$ cat src/rtl/baro_pressure_temp_compensation_unit_defines.svh
// assertion macros used by the compensation unit top level
`ifndef BARO_PRESSURE_TEMP_COMPENSATION_UNIT_DEFINES_SVH
`define BARO_PRESSURE_TEMP_COMPENSATION_UNIT_DEFINES_SVH

// plain property, checked outside reset
`define BARO_PTC_ASSERT(lbl, clk, rst_n, prop, msg) \
    lbl: assert property (@(posedge clk) disable iff (!rst_n) prop) else $error(msg);

// same-cycle implication
`define BARO_PTC_ASSERT_IMP(lbl, clk, rst_n, ante, cons, msg) \
    `BARO_PTC_ASSERT(lbl, clk, rst_n, (ante) |-> (cons), msg)

// next-cycle implication
`define BARO_PTC_ASSERT_NEXT(lbl, clk, rst_n, ante, cons, msg) \
    `BARO_PTC_ASSERT(lbl, clk, rst_n, (ante) |=> (cons), msg)

`endif

$ cat src/rtl/baro_ptc_pkg.sv
// shared types and constants of the pressure and temperature compensation unit
`timescale 1ns / 1ps

package baro_ptc_pkg;

    localparam int unsigned CoefW    = 16;
    localparam int unsigned RawW     = 24;
    localparam int unsigned TempW    = 15;
    localparam int unsigned PresW    = 17;
    localparam int unsigned CfgIdxW  = 3;
    localparam int unsigned NumStages = 10;

    // temperature reference and very-low offset (temp + 1500 = (temp - 2000) + 3500)
    localparam int TempRef     = 2000;
    localparam int TempVlowOfs = 3500;

    // output saturation limits
    localparam int TempMin = -4000;
    localparam int TempMax = 8500;
    localparam int PresMin = 1000;
    localparam int PresMax = 120000;

    // calibration register indexes
    typedef enum logic [CfgIdxW-1:0] {
        CFG_C1 = 3'd0,
        CFG_C2 = 3'd1,
        CFG_C3 = 3'd2,
        CFG_C4 = 3'd3,
        CFG_C5 = 3'd4,
        CFG_C6 = 3'd5
    } t_cfg_idx;

    // calibration words as seen by the datapath
    typedef struct packed {
        logic [CoefW-1:0] c1;
        logic [CoefW-1:0] c2;
        logic [CoefW-1:0] c3;
        logic [CoefW-1:0] c4;
        logic [CoefW-1:0] c5;
        logic [CoefW-1:0] c6;
    } t_coefs;

endpackage

$ cat src/rtl/baro_ptc_cfg_regs.sv
// calibration word register file with index decode
`timescale 1ns / 1ps

module baro_ptc_cfg_regs
    import baro_ptc_pkg::*;
(
    input  logic               i_clk,
    input  logic               i_rst_n,
    input  logic               i_cfg_we,
    input  logic [CfgIdxW-1:0] i_cfg_idx,
    input  logic [CoefW-1:0]   i_cfg_data,
    output t_coefs             o_coefs
);

    t_coefs r_coefs;
    t_coefs n_coefs;

    // index decode, unknown indexes leave everything alone
    always_comb begin
        n_coefs = r_coefs;
        if (i_cfg_we) begin
            unique case (i_cfg_idx)
                CFG_C1:  n_coefs.c1 = i_cfg_data;
                CFG_C2:  n_coefs.c2 = i_cfg_data;
                CFG_C3:  n_coefs.c3 = i_cfg_data;
                CFG_C4:  n_coefs.c4 = i_cfg_data;
                CFG_C5:  n_coefs.c5 = i_cfg_data;
                CFG_C6:  n_coefs.c6 = i_cfg_data;
                default: n_coefs = r_coefs;
            endcase
        end
    end

    always_ff @(posedge i_clk) begin
        if (!i_rst_n) begin
            r_coefs <= '0;
        end else begin
            r_coefs <= n_coefs;
        end
    end

    assign o_coefs = r_coefs;

endmodule

$ cat config.mk
export PLATFORM = sky130hd
export DESIGN_NAME = baro_ptc_cfg_regs
export DESIGN_NICKNAME = d
export VERILOG_FILES = /design/src/rtl/baro_pressure_temp_compensation_unit_defines.svh /design/src/rtl/baro_ptc_pkg.sv /design/src/rtl/baro_ptc_cfg_regs.sv
export SDC_FILE = /design/constraint.sdc
export NUM_CORES = 1
export LEC_CHECK = 0
export ABC_AREA = 1
export BUFFER_PORTS_ARGS = -buffer_cell sky130_fd_sc_hd__buf_2
export CORE_ASPECT_RATIO = 1.2
export CORE_MARGIN = 2
export CORE_UTILIZATION = 51
export DETAILED_ROUTE_END_ITERATION = 8
export PLACE_DENSITY_LB_ADDON = 0.2
export SETUP_SLACK_MARGIN = 0.3
export SYNTH_ARGS = -nofsm -noshare
export SYNTH_HDL_FRONTEND = slang
export SYNTH_SLANG_ARGS = --single-unit
$ cat constraint.sdc
create_clock -name i_clk -period 1.4 [get_ports i_clk]
set_clock_uncertainty 0.2 [all_clocks]
set_input_delay 0.07 -clock i_clk [delete_from_list [all_inputs] [get_ports i_clk]]
set_output_delay 0.07 -clock i_clk [all_outputs]
set_load 0.02 [all_outputs]
==> metrics list, run 1 <==
- Status: finished with violations
- Violated checks: negative hold slack
* Worst-case headroom to the max-slew limit: between 60% and 70%
* Number of inserted diodes: 0
- Critical path required time: ~1.1 ns
- The final-report hold violation count came to 2.
* Arithmetic-cell share of the synthesized area counting full adders, half adders and majority gates: 0%
* CTS tree: done
* Power Density: 1020 nW/um2
- After synthesis, the share of flip-flops with an asynchronous set or reset is 0%.
- Leakage power of the design: 2.49 nW
- On the critical path, the stage with the largest delay is an instance of dfxtp_2.
- The area growth from synthesis to layout is 43.1%.
- Xor/xnor share of the synthesized area: 0%
* Type of the setup path with the least slack: reg2out
* Top cell types by occurrence after synthesis: 193 x nor2_1, 101 x nand2_1, 96 x dfxtp_1, 96 x nand3_1, 22 x buf_2
- At the worst endpoint, the arrival time is 0.84 ns.
- Final standard cell utilization of the core: 75.9%
- Most common cell in the synthesized netlist: nor2_1
- Number of flops mapped to enable cells by yosys: 0
- Synth cell types: 12
- The die covers just over 8000 um2.
* Unrepaired setup endpoints after global routing: true
- In the routed layout, each cell is associated on average with a via count of ~5.1.
- Transition time of the tightest slew-check pin: 0.494 ns
* First-pass GRT wire length: about 18 mm
- The cell sitting at the root of the clock tree is a clkbuf_8.
* Synth Register Bits: 96
- Ranked by total cell area, the synthesized netlist is headed by dfxtp_1 50%, nor2_1 19%, nand3_1 12%, nand2_1 9.8%, buf_2 2.9%.
- Timing would allow up to 903 MHz.
- Final setup fails: 0
* Largest fanout on the critical path: 2
* Buffers & Inverters on Critical Path: 1
- For this run, the number of Yosys warnings is 0.
* Share of synthesized area spent on multiplexers: 0%
* Final #Nets: 682
- Total track usage: around 28%
- During I/O placement, the number of pins put on the boundary was between 100 and 150.
- Pin count of the biggest net entering global routing: 97
- H-tree levels: 3
- Remaining global-route overflow: 0
- Antenna violations before repair: 0
* Number of placed instances, taps included: 733
- The share of synthesized area in the top cell type comes to 49.8%.
- Starting utilization of the core area: 53.0%
* Tightest Hold Check Type: in2reg
* Worst-skew pair later-pin latency: 0.35 ns
- The pre-antenna-repair detailed-routing pass consisted of 4 iterations.
- Cell Count, Final, Fillers Out: 755
* Crit path capture type: primary output
- The detail route stage leaves a number of antenna-violating nets equal to 0.
- Overall via count from detail_route: 3874
- Clock slew seen by the registers of the worst setup and hold paths: 0.10 ns
- After detailed routing, the average wire length per cell comes to 15.3 um.
- Die span in y: just under 100 um
- Buffers placed on the I/O ports in this run total about 120.
* Cts hold-fix bufs: 3
- Power consumption: 0.00561 W
- DRC violations left: 0
* Sequential-to-total area share from yosys stat: roughly half
- Post-Syn Area: 3860 um2
* Fin Hold WS: -0.0101 ns
- DR iter-0 viols: 322
* Final RePlAce weighted congestion: 0.800
- Combinational family with the most area after synthesis: simple AND/OR/NAND/NOR gates
- The floorplan has 34 rows.
- For this block, the routed nets add up to 11.5 mm of wire.
* Period Utilization, post-route: about four fifths
* Gate count of the mapped netlist: 552
- Total CTS buffers: 9
- Once detailed placement completed, the half-perimeter wirelength came to 6.98 mm.
- In the synthesized netlist the dominant register cell turns out to be dfxtp_1.
- Total of max-cap violations: 0
* Vias in the first global route: 3722
- Setup tns final: 0 ns
* Clock period minus worst slack: 1.11 ns
* Share of the synthesized area in compound gates (AO/OA/AOI/OAI): 0%
* Peak ir drop on the vdd network: about 0.79 mV
- The biggest area contributor in the post-synthesis netlist is dfxtp_1.
* Mean instance size in the synthesized netlist: 6.99 um2
- The core region is slightly above 7000 um2.
* Layout cells sized above 1: 39.2%
- The signal on the critical path passes through buf_6.
* Kind of cell with the highest combined delay on the critical path: flip-flops
- Die outline width: approximately 83 um
- Peak per-stage delay on the critical path: 0.36 ns
- The final count of pins violating max slew is 0.
- Launching element type of the critical path: register
- The register with the most flip-flops in the layout has 96 of them.
* Clock sink count: 96
- Synthesis produced a netlist with a net count of 574.
- Simple-gate share of the synthesized area: around 43%
- Number of buffers on the longest clock path: 2
where the power goes:
group | internal [W] | leakage, nW | switching (W)
clock | 0.000834 | 0.0929 | 0.000971
sequential | 0.00284 | 0.825 | 0.0000724
combinational | 0.000356 | 1.57 | 0.000532
total | 0.00403 | 2.49 | 0.00158
layout make-up:
cell class / count / area, um2
clock inverters: 6 / 67.6
fillers: 551 / 1750
well taps: 90 / 113
clock buffers: 10 / 128
multi-input cells: 400 / 1710
repair buffers: 131 / 1370
flip-flops and latches: 96 / 2040
inverters: 22 / 90.1
layer usage:
layer  wire length [um]  vias up  track usage [%]
met5                  0        -                0
met4                282        0             13.9
met3               1000       21             4.81
met2               5920      158             48.4
met1               4330     1768             33.7
li1                   -     1927                -
layout by cell type (no fill, tap or decap), types with 5 or more instances in the layout:
master and instances:
nand2_1 100, buf_2 21, buf_6 96, inv_1 17, nand3_1 92, clkbuf_8 9
nor2_4 8, buf_12 5, buf_4 6, dfxtp_2 96, nor2_1 191
timing repair:
action,CTS,global route
resized for setup,284,16
hold endpoints to repair,30,1
pin swaps,0,4
setup buffers,1,2
setup endpoints to repair,96,100
gates cloned,0,0
final timing paths:
path,startpoint,endpoint,slack (ns),cells past startpoint
hold / removal,i_cfg_data[4],o_coefs[20],-0.01,5
setup / recovery,o_coefs[50],o_coefs[50],0.29,1
setup reg to reg,o_coefs[55],o_coefs[55],0.46,3
hold reg to reg,o_coefs[37],o_coefs[37],0.29,2
stage by stage:
step	cell area, um2	setup WS, ns
2_1_floorplan	3860	0.359
3_3_place_gp	4510	0.161
3_5_place_dp	4510	0.133
4_1_cts	5450	0.287
5_1_grt	5520	0.256
6_report	5520	0.293
kinds of logic after synthesis:
family                 after synthesis
and+or+nand+nor                    400
buffers and inverters               56
DFF                                 96
worst register-to-register path: cells and delay by family, from the launching register on:
family        cells  cell delay, ns
flops             1            0.33
buf+inv           1            0.12
simple gates      2            0.18
Note: power is estimated with default switching activity, not from simulation.
==> inputs of run 2 (changes only) <==
==> constraint.sdc (replaced) <==
create_clock -name i_clk -period 1.1 [get_ports i_clk]
set_clock_uncertainty 0.2 [all_clocks]
set_input_delay 0.055 -clock i_clk [delete_from_list [all_inputs] [get_ports i_clk]]
set_output_delay 0.055 -clock i_clk [all_outputs]
set_load 0.02 [all_outputs]
==> run 2 against run 1 <==
  * The run now fails in global routing
  * Synthesized cell count unchanged
  * Area after synthesis unchanged
==> metrics list, run 2 <==
- Status: did not finish
* Last flow stage reached: global routing
- Error msg: [ERROR DPL-0033] detailed placement checks failed during check placement.
- The netlist area before placement was 3860 um2 (unchanged).
- The biggest area contributor in the post-synthesis netlist is dfxtp_1.
* Synth cell types: 12 (unchanged)
- The share of synthesized flip-flops with an asynchronous set or reset was 0% (unchanged).
- Final RePlAce weighted congestion: 0.767 (-4.1%)
- Synth Register Bits: 96 (unchanged)
* Dominant synthesized flop cell: dfxtp_1
- The cell count after synthesis came to 552 (unchanged).
* Pre-CTS WS: -0.181 ns (-0.314 ns)
- The fraction of post-synthesis cell area in the top cell type by area came to 49.8% (unchanged).
- Mean instance size in the synthesized netlist: 6.99 um2 (unchanged)
- HPWL Detailed: 7.29 mm (+4.4%)
- Clock sink count: 96 (unchanged)
* Worst endpoint, post-GRT repair: o_coefs[46]
* Synth warn: 0 (unchanged)
- The part of the Yosys area used for sequential elements is 49.8% (unchanged).
* Die outline width: 83.4 um (unchanged)
* Pin count of the biggest net entering global routing: 44
- The number of antenna violations at the first check in global routing is 0.
- In this run the clock root is driven by a clkbuf_8.
- Yosys instantiated no cell more often than nor2_1.
- Yosys attributes the largest share of cell area to dfxtp_1 50%, nor2_1 19%, nand3_1 12%, nand2_1 9.8%, buf_2 2.9%.
- After the last repair the worst path ends at an output port.
- The number of H-tree branching levels is 3 (unchanged).
* Number of flops mapped to enable cells by yosys: 0 (unchanged)
- The top-level I/O count was 118 (unchanged).
- Total placed instance area: 4810 um2 (+6.6%)
- Number of buffers on the longest clock path: 2 (unchanged)
* Net count of the mapped netlist: 574 (unchanged)
* Die span in y: 99.3 um (unchanged)
- The TritonCTS buffer count came to 9 (unchanged).
* Top cell types by occurrence after synthesis: 193 x nor2_1, 101 x nand2_1, 96 x dfxtp_1, 96 x nand3_1, 22 x buf_2
* PortBufs: 117 (unchanged)
- Number of core rows: 34 (unchanged)
- The starting density of the core was 53.0% (unchanged).
-- run 2: cell counts after synthesis --
No cell type changed its count.
-- run 2: timing repair --
item	in CTS
cloned	3
resized for setup	302
setup endpoints to repair	192
pin swaps	20
buffers inserted	15
endpoints found under the hold margin	96
-- run 2: kinds of logic after synthesis --
group,after synthesis,synth area share [%]
DFF,96,49.8
and+or+nand+nor,400,43.4
buffers and inverters,56,6.74
-- run 2: through the flow --
step           util, %  instances
2_1_floorplan        -        552
3_3_place_gp      66.1        742
3_5_place_dp      66.1        742
4_1_cts           83.7        776
==> inputs of run 3 (changes only) <==
--- a/config.mk
+++ b/config.mk
@@ -7,12 +7,10 @@
 export LEC_CHECK = 0
 export ABC_AREA = 1
 export BUFFER_PORTS_ARGS = -buffer_cell sky130_fd_sc_hd__buf_2
-export CORE_ASPECT_RATIO = 1.2
 export CORE_MARGIN = 2
-export CORE_UTILIZATION = 51
+export CORE_UTILIZATION = 40
 export DETAILED_ROUTE_END_ITERATION = 8
-export PLACE_DENSITY_LB_ADDON = 0.2
-export SETUP_SLACK_MARGIN = 0.3
+export PLACE_DENSITY_LB_ADDON = 0.15
 export SYNTH_ARGS = -nofsm -noshare
 export SYNTH_HDL_FRONTEND = slang
 export SYNTH_SLANG_ARGS = --single-unit
==> run 3 against run 2 <==
  * The flow now finishes, with violations (negative hold slack, negative setup slack)
==> metrics list, run 3 (synthesis gave the netlist of run 1 again) <==
* Status: finished with violations
- Violated checks: negative hold slack, negative setup slack
- The first global-routing pass estimated 18.1 mm of wire.
- For the worst-skew pair, the clock arrives at the later sink with an insertion delay of 0.36 ns.
- Finished layout cell area: 5820 um2
* Layout cells sized above 1: about two fifths
- The number of antenna violations at the first check in global routing came to 0.
* Tightest Hold Check Type: in2reg
- In the final timing run, aggregate negative setup slack is -0.00620 ns.
- At the pin with the least slew margin, the transition time is 0.379 ns.
- Leakage power of the design: 2.62 nW
- Largest fanout on the critical path: 2
- Buffers & Inverters on Critical Path: 1
- Leaving out fill and tap cells, the most frequent cell in the layout is nor2_1.
- Vias in the first global route: 3631
* Total of max-cap violations: 0
- First-pass detailed-route iteration total: 5
* PortBufs: 117 (unchanged)
* Kind of cell with the highest combined delay on the critical path: flip-flops
* Cell Count, Final, Fillers Out: 812
* Pre-CTS WS: -0.0757 ns (+0.105 ns)
- The y dimension of the die is 102 um (+3.0%).
- Final Max Slew Viols: 0
- The top cell types in the final layout, fill and taps aside, are 192 x nor2_1, 101 x nand2_1, 96 x dfxtp_2, 96 x buf_6, 95 x nand3_1.
* Peak per-stage delay on the critical path: between 0.3 and 0.4 ns
- Number of buffers on the longest clock path: 2 (unchanged)
* Period Utilization, post-route: 101%
- For this design the ratio of total power to cell area is 1290 nW/um2.
- Final RePlAce weighted congestion: 0.800 (+4.3%)
- At the worst endpoint, the required time is 0.84 ns.
- Clock sink count: 96 (unchanged)
- The filler cells instantiated in the layout total between 800 and 900.
- The critical path in this run is classified as reg2out.
* Cts hold-fix bufs: 5
- H-tree levels: 3 (unchanged)
- The starting density of the core came to 41.6% (-11 points).
- Unrepaired setup endpoints after global routing: true
- Final Hold Viols: 76
- For this run, the post-layout net count is 700.
* Mean number of vias per cell: 4.70
* Number of placed I/O pins: 118 (unchanged)
- Arrival time of data at the critical path endpoint: 0.85 ns
- The cell sitting at the root of the clock tree is a clkbuf_8.
- STA classifies the critical path startpoint as a register.
- Setup violations remaining at the end of the flow were counted as 1.
- Area added between synthesis and finish: 50.9%
- DR iter-0 viols: 289
- Number of antenna-violating nets in the routed design: 0
- The TritonCTS buffer count is 9 (unchanged).
* Routed length per placed instance: between 10 and 15 um
- Number of inserted diodes: 0
* Worst-case headroom to the max-slew limit: 74.7%
* Clock slew seen by the registers of the worst setup and hold paths: 0.09 ns
* Highest attainable clock frequency: about 900 MHz
- For the finished layout, the period the worst path requires is 1.11 ns.
- Overall via count from detail_route: 3816
- Power comes to between 0.007 and 0.008 W.
* Total placed instance area: 4780 um2 (-0.57%)
- Total track usage: 22.8%
- Pin count of the biggest net entering global routing: 66
- Across all hold checks on the routed design, the worst slack comes to -0.0270 ns.
- The horizontal die dimension is 102 um (+23%).
- Peak ir drop on the vdd network: 0.764 mV
* Number of placed instances, taps included: 785 (+5.8%)
* Slowest cell on crit path: dfxtp_2
- The count of standard-cell rows is 35 (+2.9%).
- The register with the most flip-flops in the layout has 96 of them.
- In this run the standard cell core region covers 9280 um2.
- The die covers 10400 um2.
- Traced cell by cell, the critical path runs through buf_6.
- Minimum setup slack in the final design: -0.00620 ns
- CTS tree: done
* HPWL Detailed: 7.58 mm (+3.9%)
- Crit path capture type: primary output
- Routed Wire Length: roughly 12 mm
- Remaining global-route overflow: 0
* DRC violations left: 0
-- run 3: area by class of cell --
| class | count | area (um2) | share of cell area, % |
|---|---|---|---|
| inverter | 22 | 82.6 | 1.42 |
| multi-input combinational | 400 | 1690 | 29.0 |
| clock inverter | 4 | 76.3 | 1.31 |
| sequential | 96 | 2040 | 35.1 |
| timing repair buffer | 149 | 1630 | 27.9 |
| clock buffer | 12 | 145 | 2.49 |
| tap | 129 | 161 | 2.77 |
-- run 3: final timing paths --
| path | endpoint | slack, ns | startpoint | cells after the start |
|---|---|---|---|---|
| max | o_coefs[93] | -0.006 | o_coefs[93] | 1 |
| min | o_coefs[43] | -0.03 | i_cfg_data[11] | 5 |
| max reg2reg | o_coefs[3] | 0.18 | o_coefs[3] | 3 |
| min reg2reg | o_coefs[25] | 0.29 | o_coefs[25] | 2 |
-- run 3: routing by layer --
metal	track usage, %	vias to the layer above	part of all wire (%)
li1	-	1966	-
met1	27.4	1706	39
met2	39.8	130	51
met3	4.58	14	8.3
met4	9.33	0	1.6
met5	0	-	0
-- run 3: stage by stage --
step	util, %	hold slack, ns
3_5_place_dp	51.5	0.266
3_3_place_gp	51.5	0.257
6_report	62.7	-0.0270
5_1_grt	62.7	-0.0288
2_1_floorplan	-	0.0946
4_1_cts	62.4	-0.0478
-- run 3: tightest hold or removal path: cells and delay by family --
family	cells	cell delay [ns]
simple gates	3	0.24
buf+inv	2	0.22
-- run 3: repair_timing --
action / 4_1_cts / 5_1_grt
endpoints found under the hold margin: 92 / 40
setup endpoints to repair: 96 / 85
gates cloned: 0 / 0
buffers inserted: 4 / 2
resized for setup: 285 / 8
-- run 3: power by group --
group	internal, W	total (W)	switching, W
Clock	0.00135	0.00260	0.00124
Sequential	0.00362	0.00371	0.0000905
Combinational	0.000520	0.00120	0.000681
==> inputs of run 4 (changes only) <==
--- a/config.mk
+++ b/config.mk
@@ -6,10 +6,10 @@
 export NUM_CORES = 1
 export LEC_CHECK = 0
 export ABC_AREA = 1
-export BUFFER_PORTS_ARGS = -buffer_cell sky130_fd_sc_hd__buf_2
 export CORE_MARGIN = 2
 export CORE_UTILIZATION = 40
 export DETAILED_ROUTE_END_ITERATION = 8
+export DONT_BUFFER_PORTS = 1
 export PLACE_DENSITY_LB_ADDON = 0.15
 export SYNTH_ARGS = -nofsm -noshare
 export SYNTH_HDL_FRONTEND = slang
==> run 4 against run 3 <==
  * The run ends with negative hold slack left
  * Maximum frequency rose by 0.80%
  * Setup slack better by 0.0088 ns
  * Cell count down 3.9%
  * Global-route usage fell by 0.44 points
  * Hold slack worse by 0.35 ns
  * Critical endpoint is now o_coefs[67]
  * Largest cell class unchanged
  * Highest routed layer unchanged
==> metrics list, run 4 (synthesis gave the netlist of run 1 again) <==
* Status: finished with violations
* Violated checks: negative hold slack
* Final Hold Viols: 96 (+26%)
- Peak per-stage delay on the critical path: 0.37 ns (about the same)
* Unrepaired setup endpoints after global routing: true
* Number of core rows: 35 (unchanged)
* Critical path required time: 0.84 ns (about the same)
* DRC violations left: 0 (unchanged)
- Final #Nets: 668 (-4.6%)
* Antenna violations before repair: 0 (unchanged)
- Flop-to-flop setup slack: 0.19 ns (about the same)
- Setup tns final: 0 ns (+0.00620 ns)
- Period Utilization, post-route: 99.8% (-0.80 points)
* Internal power of the cells: 0.00496 W (-9.8%)
- The horizontal die dimension was 102 um (unchanged).
* Total of max-cap violations: 0 (unchanged)
- The clock-pin slew reported for the worst setup and hold paths after clock tree synthesis came to 0.09 ns (about the same).
- Number of buffers on the longest clock path: 2 (unchanged)
- HPWL Detailed: 7.36 mm (-2.8%)
* Power Density: 1250 nW/um2 (-3.3%)
- Switching power: 0.00191 W (-5.2%)
- The final hold slack came to -0.378 ns (-0.351 ns).
* Core Region: 9280 um2 (unchanged)
* Cells on worst reg2reg path: 3 (unchanged)
- The top-level I/O count was 118 (unchanged).
* Top library cells by usage in the layout, fill and taps aside: 192 x nor2_1, 101 x nand2_1, 96 x nand3_1, 96 x dfxtp_2, 96 x buf_6
- The detailed-route via count came to 3723 (-2.4%).
* Die ar.: 10400 um2 (unchanged)
* DR iter-0 viols: 194 (-33%)
- Number of antenna-violating nets in the routed design: 0 (unchanged)
* Clock power share: 30.7% (-3.9 points)
- First-pass detailed-route iteration total: 5 (unchanged)
- TritonCTS built the clock tree.
- Flip-flop count of the largest register, all copies and words added: 96 (unchanged)
- Number of inserted diodes: 0 (unchanged)
- The relative contribution of combinational cells to total power was 15.3% (-0.7 points).
* Routed Wire Length: 11.6 mm (-1.1%)
- Pin count of the biggest net entering global routing: 97 (+47%)
- Vias in the first global route: 3378 (-7.0%)
* Launching element type of the critical path: register
- Clock sink count: 96 (unchanged)
* Crit path capture type: primary output
* Startpoint of the worst-slack reg-to-reg timing path: o_coefs[34]
- Clock period minus worst slack: 1.10 ns (-0.00877 ns)
- Among all stages on the critical path, the largest delay is contributed by dfxtp_2.
- The relative max-transition margin came to 69.7% (-4.9 points).
- The worst hold path begins at i_rst_n.
- Routed length per placed instance: 14.8 um (+2.9%)
* Final Max Slew Viols: 0 (unchanged)
- Area added between synthesis and finish: 42.7%
- The total setup violations reported at the end of the flow is 0 (-1).
* Final standard cell utilization of the core: 59.3% (-3.4 points)
* Switching part of the total: 27.8% (+0.98 points)
- The cell leakage power came to 2.44 nW (-6.6%).
- Root buf cell: clkbuf_8
- Die span in y: 102 um (unchanged)
* Worst-skew pair later-pin latency: 0.35 ns (about the same)
- Sequential group share of total power: 54.0% (+4.6 points)
* Total CTS buffers: 9 (unchanged)
- Tightest Hold Check Type: in2reg
- Transition time of the tightest slew-check pin: 0.454 ns (+0.0741 ns)
- The number of fill cells was 887 (+5.0%).
- Worst Hold Path Cells: 2 (-3)
- Sink of the worst hold path: o_coefs[12]
- Cells traversed along the worst timing path: buf_6
* Buffers & Inverters on Critical Path: 1 (unchanged)
- The peak ir drop on the vdd network is 0.650 mV (-15%).
* Kind of cell with the highest combined delay on the critical path: flip-flops
- Endpoint of the lowest-slack register-to-register path: o_coefs[34]
- The final RePlAce weighted congestion was 0.777 (-3.0%).
- Arrival time of data at the critical path endpoint: 0.84 ns (about the same)
- The global router's overall resource usage is 22.3% (-0.44 points).
- The worst setup path is of the reg2out kind.
- The number of vias per cell was 4.77 (+1.6%).
- The share of cells above drive strength 1 came to 36.9% (-3.0 points).
- The starting density of the core came to 41.6% (unchanged).
- H-tree levels: 3 (unchanged)
* Most frequent standard cell in the layout excluding fill and tap cells: nor2_1
* Remaining global-route overflow: 0 (unchanged)
- The peak clock frequency supported by timing came to 911 MHz (+0.80%).
* PortBufs: 0 (-100%)
- Startpoint of the most critical setup path: o_coefs[67]
- Largest fanout on the critical path: 2 (unchanged)
- First-pass GRT wire length: 17.7 mm (-2.6%)
[run 4: cell types whose count changed in the layout (fill, tap and decap cells not counted), moves of 2 or more]
cell / previous run / this run
buf_2: 21 / 0
bufinv_16: 2 / 0
buf_12: 15 / 10
inv_1: 16 / 20
inv_2: 6 / 2
dlygate4sd3_1: 5 / 0
[run 4: per-layer routing]
metal  vias up  routed length, um  track usage, %
li1       1893                  -               -
met1      1705               4820            28.6
met2       108               5700            37.6
met3        17                860            4.79
met4         0                187            7.49
met5         -                  0               0
[run 4: layout make-up]
| cell class | instances | area, um2 | area share (%) |
|---|---|---|---|
| Sequential cell | 96 | 2040 | 37.1 |
| Multi-Input combinational cell | 400 | 1680 | 30.6 |
| Timing Repair Buffer | 117 | 1360 | 24.8 |
| Tap cell | 129 | 161 | 2.93 |
| Clock buffer | 12 | 145 | 2.64 |
| Inverter | 22 | 82.6 | 1.50 |
| Clock inverter | 4 | 28.8 | 0.522 |
[run 4: metrics by stage]
step / std cells / instance area [um2] / setup slack (ns) / power [W]
detailed placement: 755 / 4790 / 0.0273 / 0.00471
CTS: 775 / 5380 / -0.00552 / 0.00689
floorplan: 552 / 3860 / 0.0744 / 0.00436
global placement: 755 / 4790 / 0.0620 / 0.00469
finish: 780 / 5510 / 0.00257 / 0.00687
global route: 780 / 5510 / -0.0288 / 0.00717
[run 4: worst max path at each step]
stage / slack (ns) / endpoint / depth (start not counted)
global route: -0.03 / o_coefs[67] / 1
CTS: -0.006 / o_coefs[90] / 1
detailed placement: 0.03 / o_coefs[3] / 5
floorplan: 0.07 / o_coefs[72] / 5
finish: 0.003 / o_coefs[67] / 1
global placement: 0.06 / o_coefs[2] / 5
[run 4: power groups by stage]
stage | combinational [W] | clock, W | sequential [W]
after floorplan | 0.000479 | 0 | 0.00388
after global placement | 0.000946 | 0 | 0.00374
after detailed placement | 0.000960 | 0 | 0.00375
after CTS | 0.00103 | 0.00216 | 0.00370
after global routing | 0.00114 | 0.00230 | 0.00372
final | 0.00105 | 0.00211 | 0.00371
[run 4: repair_timing]
action | CTS | global route
pin swaps | 0 | 0
hold endpoints to repair | 96 | 96
setup buffers | 4 | 5
gates resized for setup | 163 | 29
setup endpoints to repair | 90 | 85
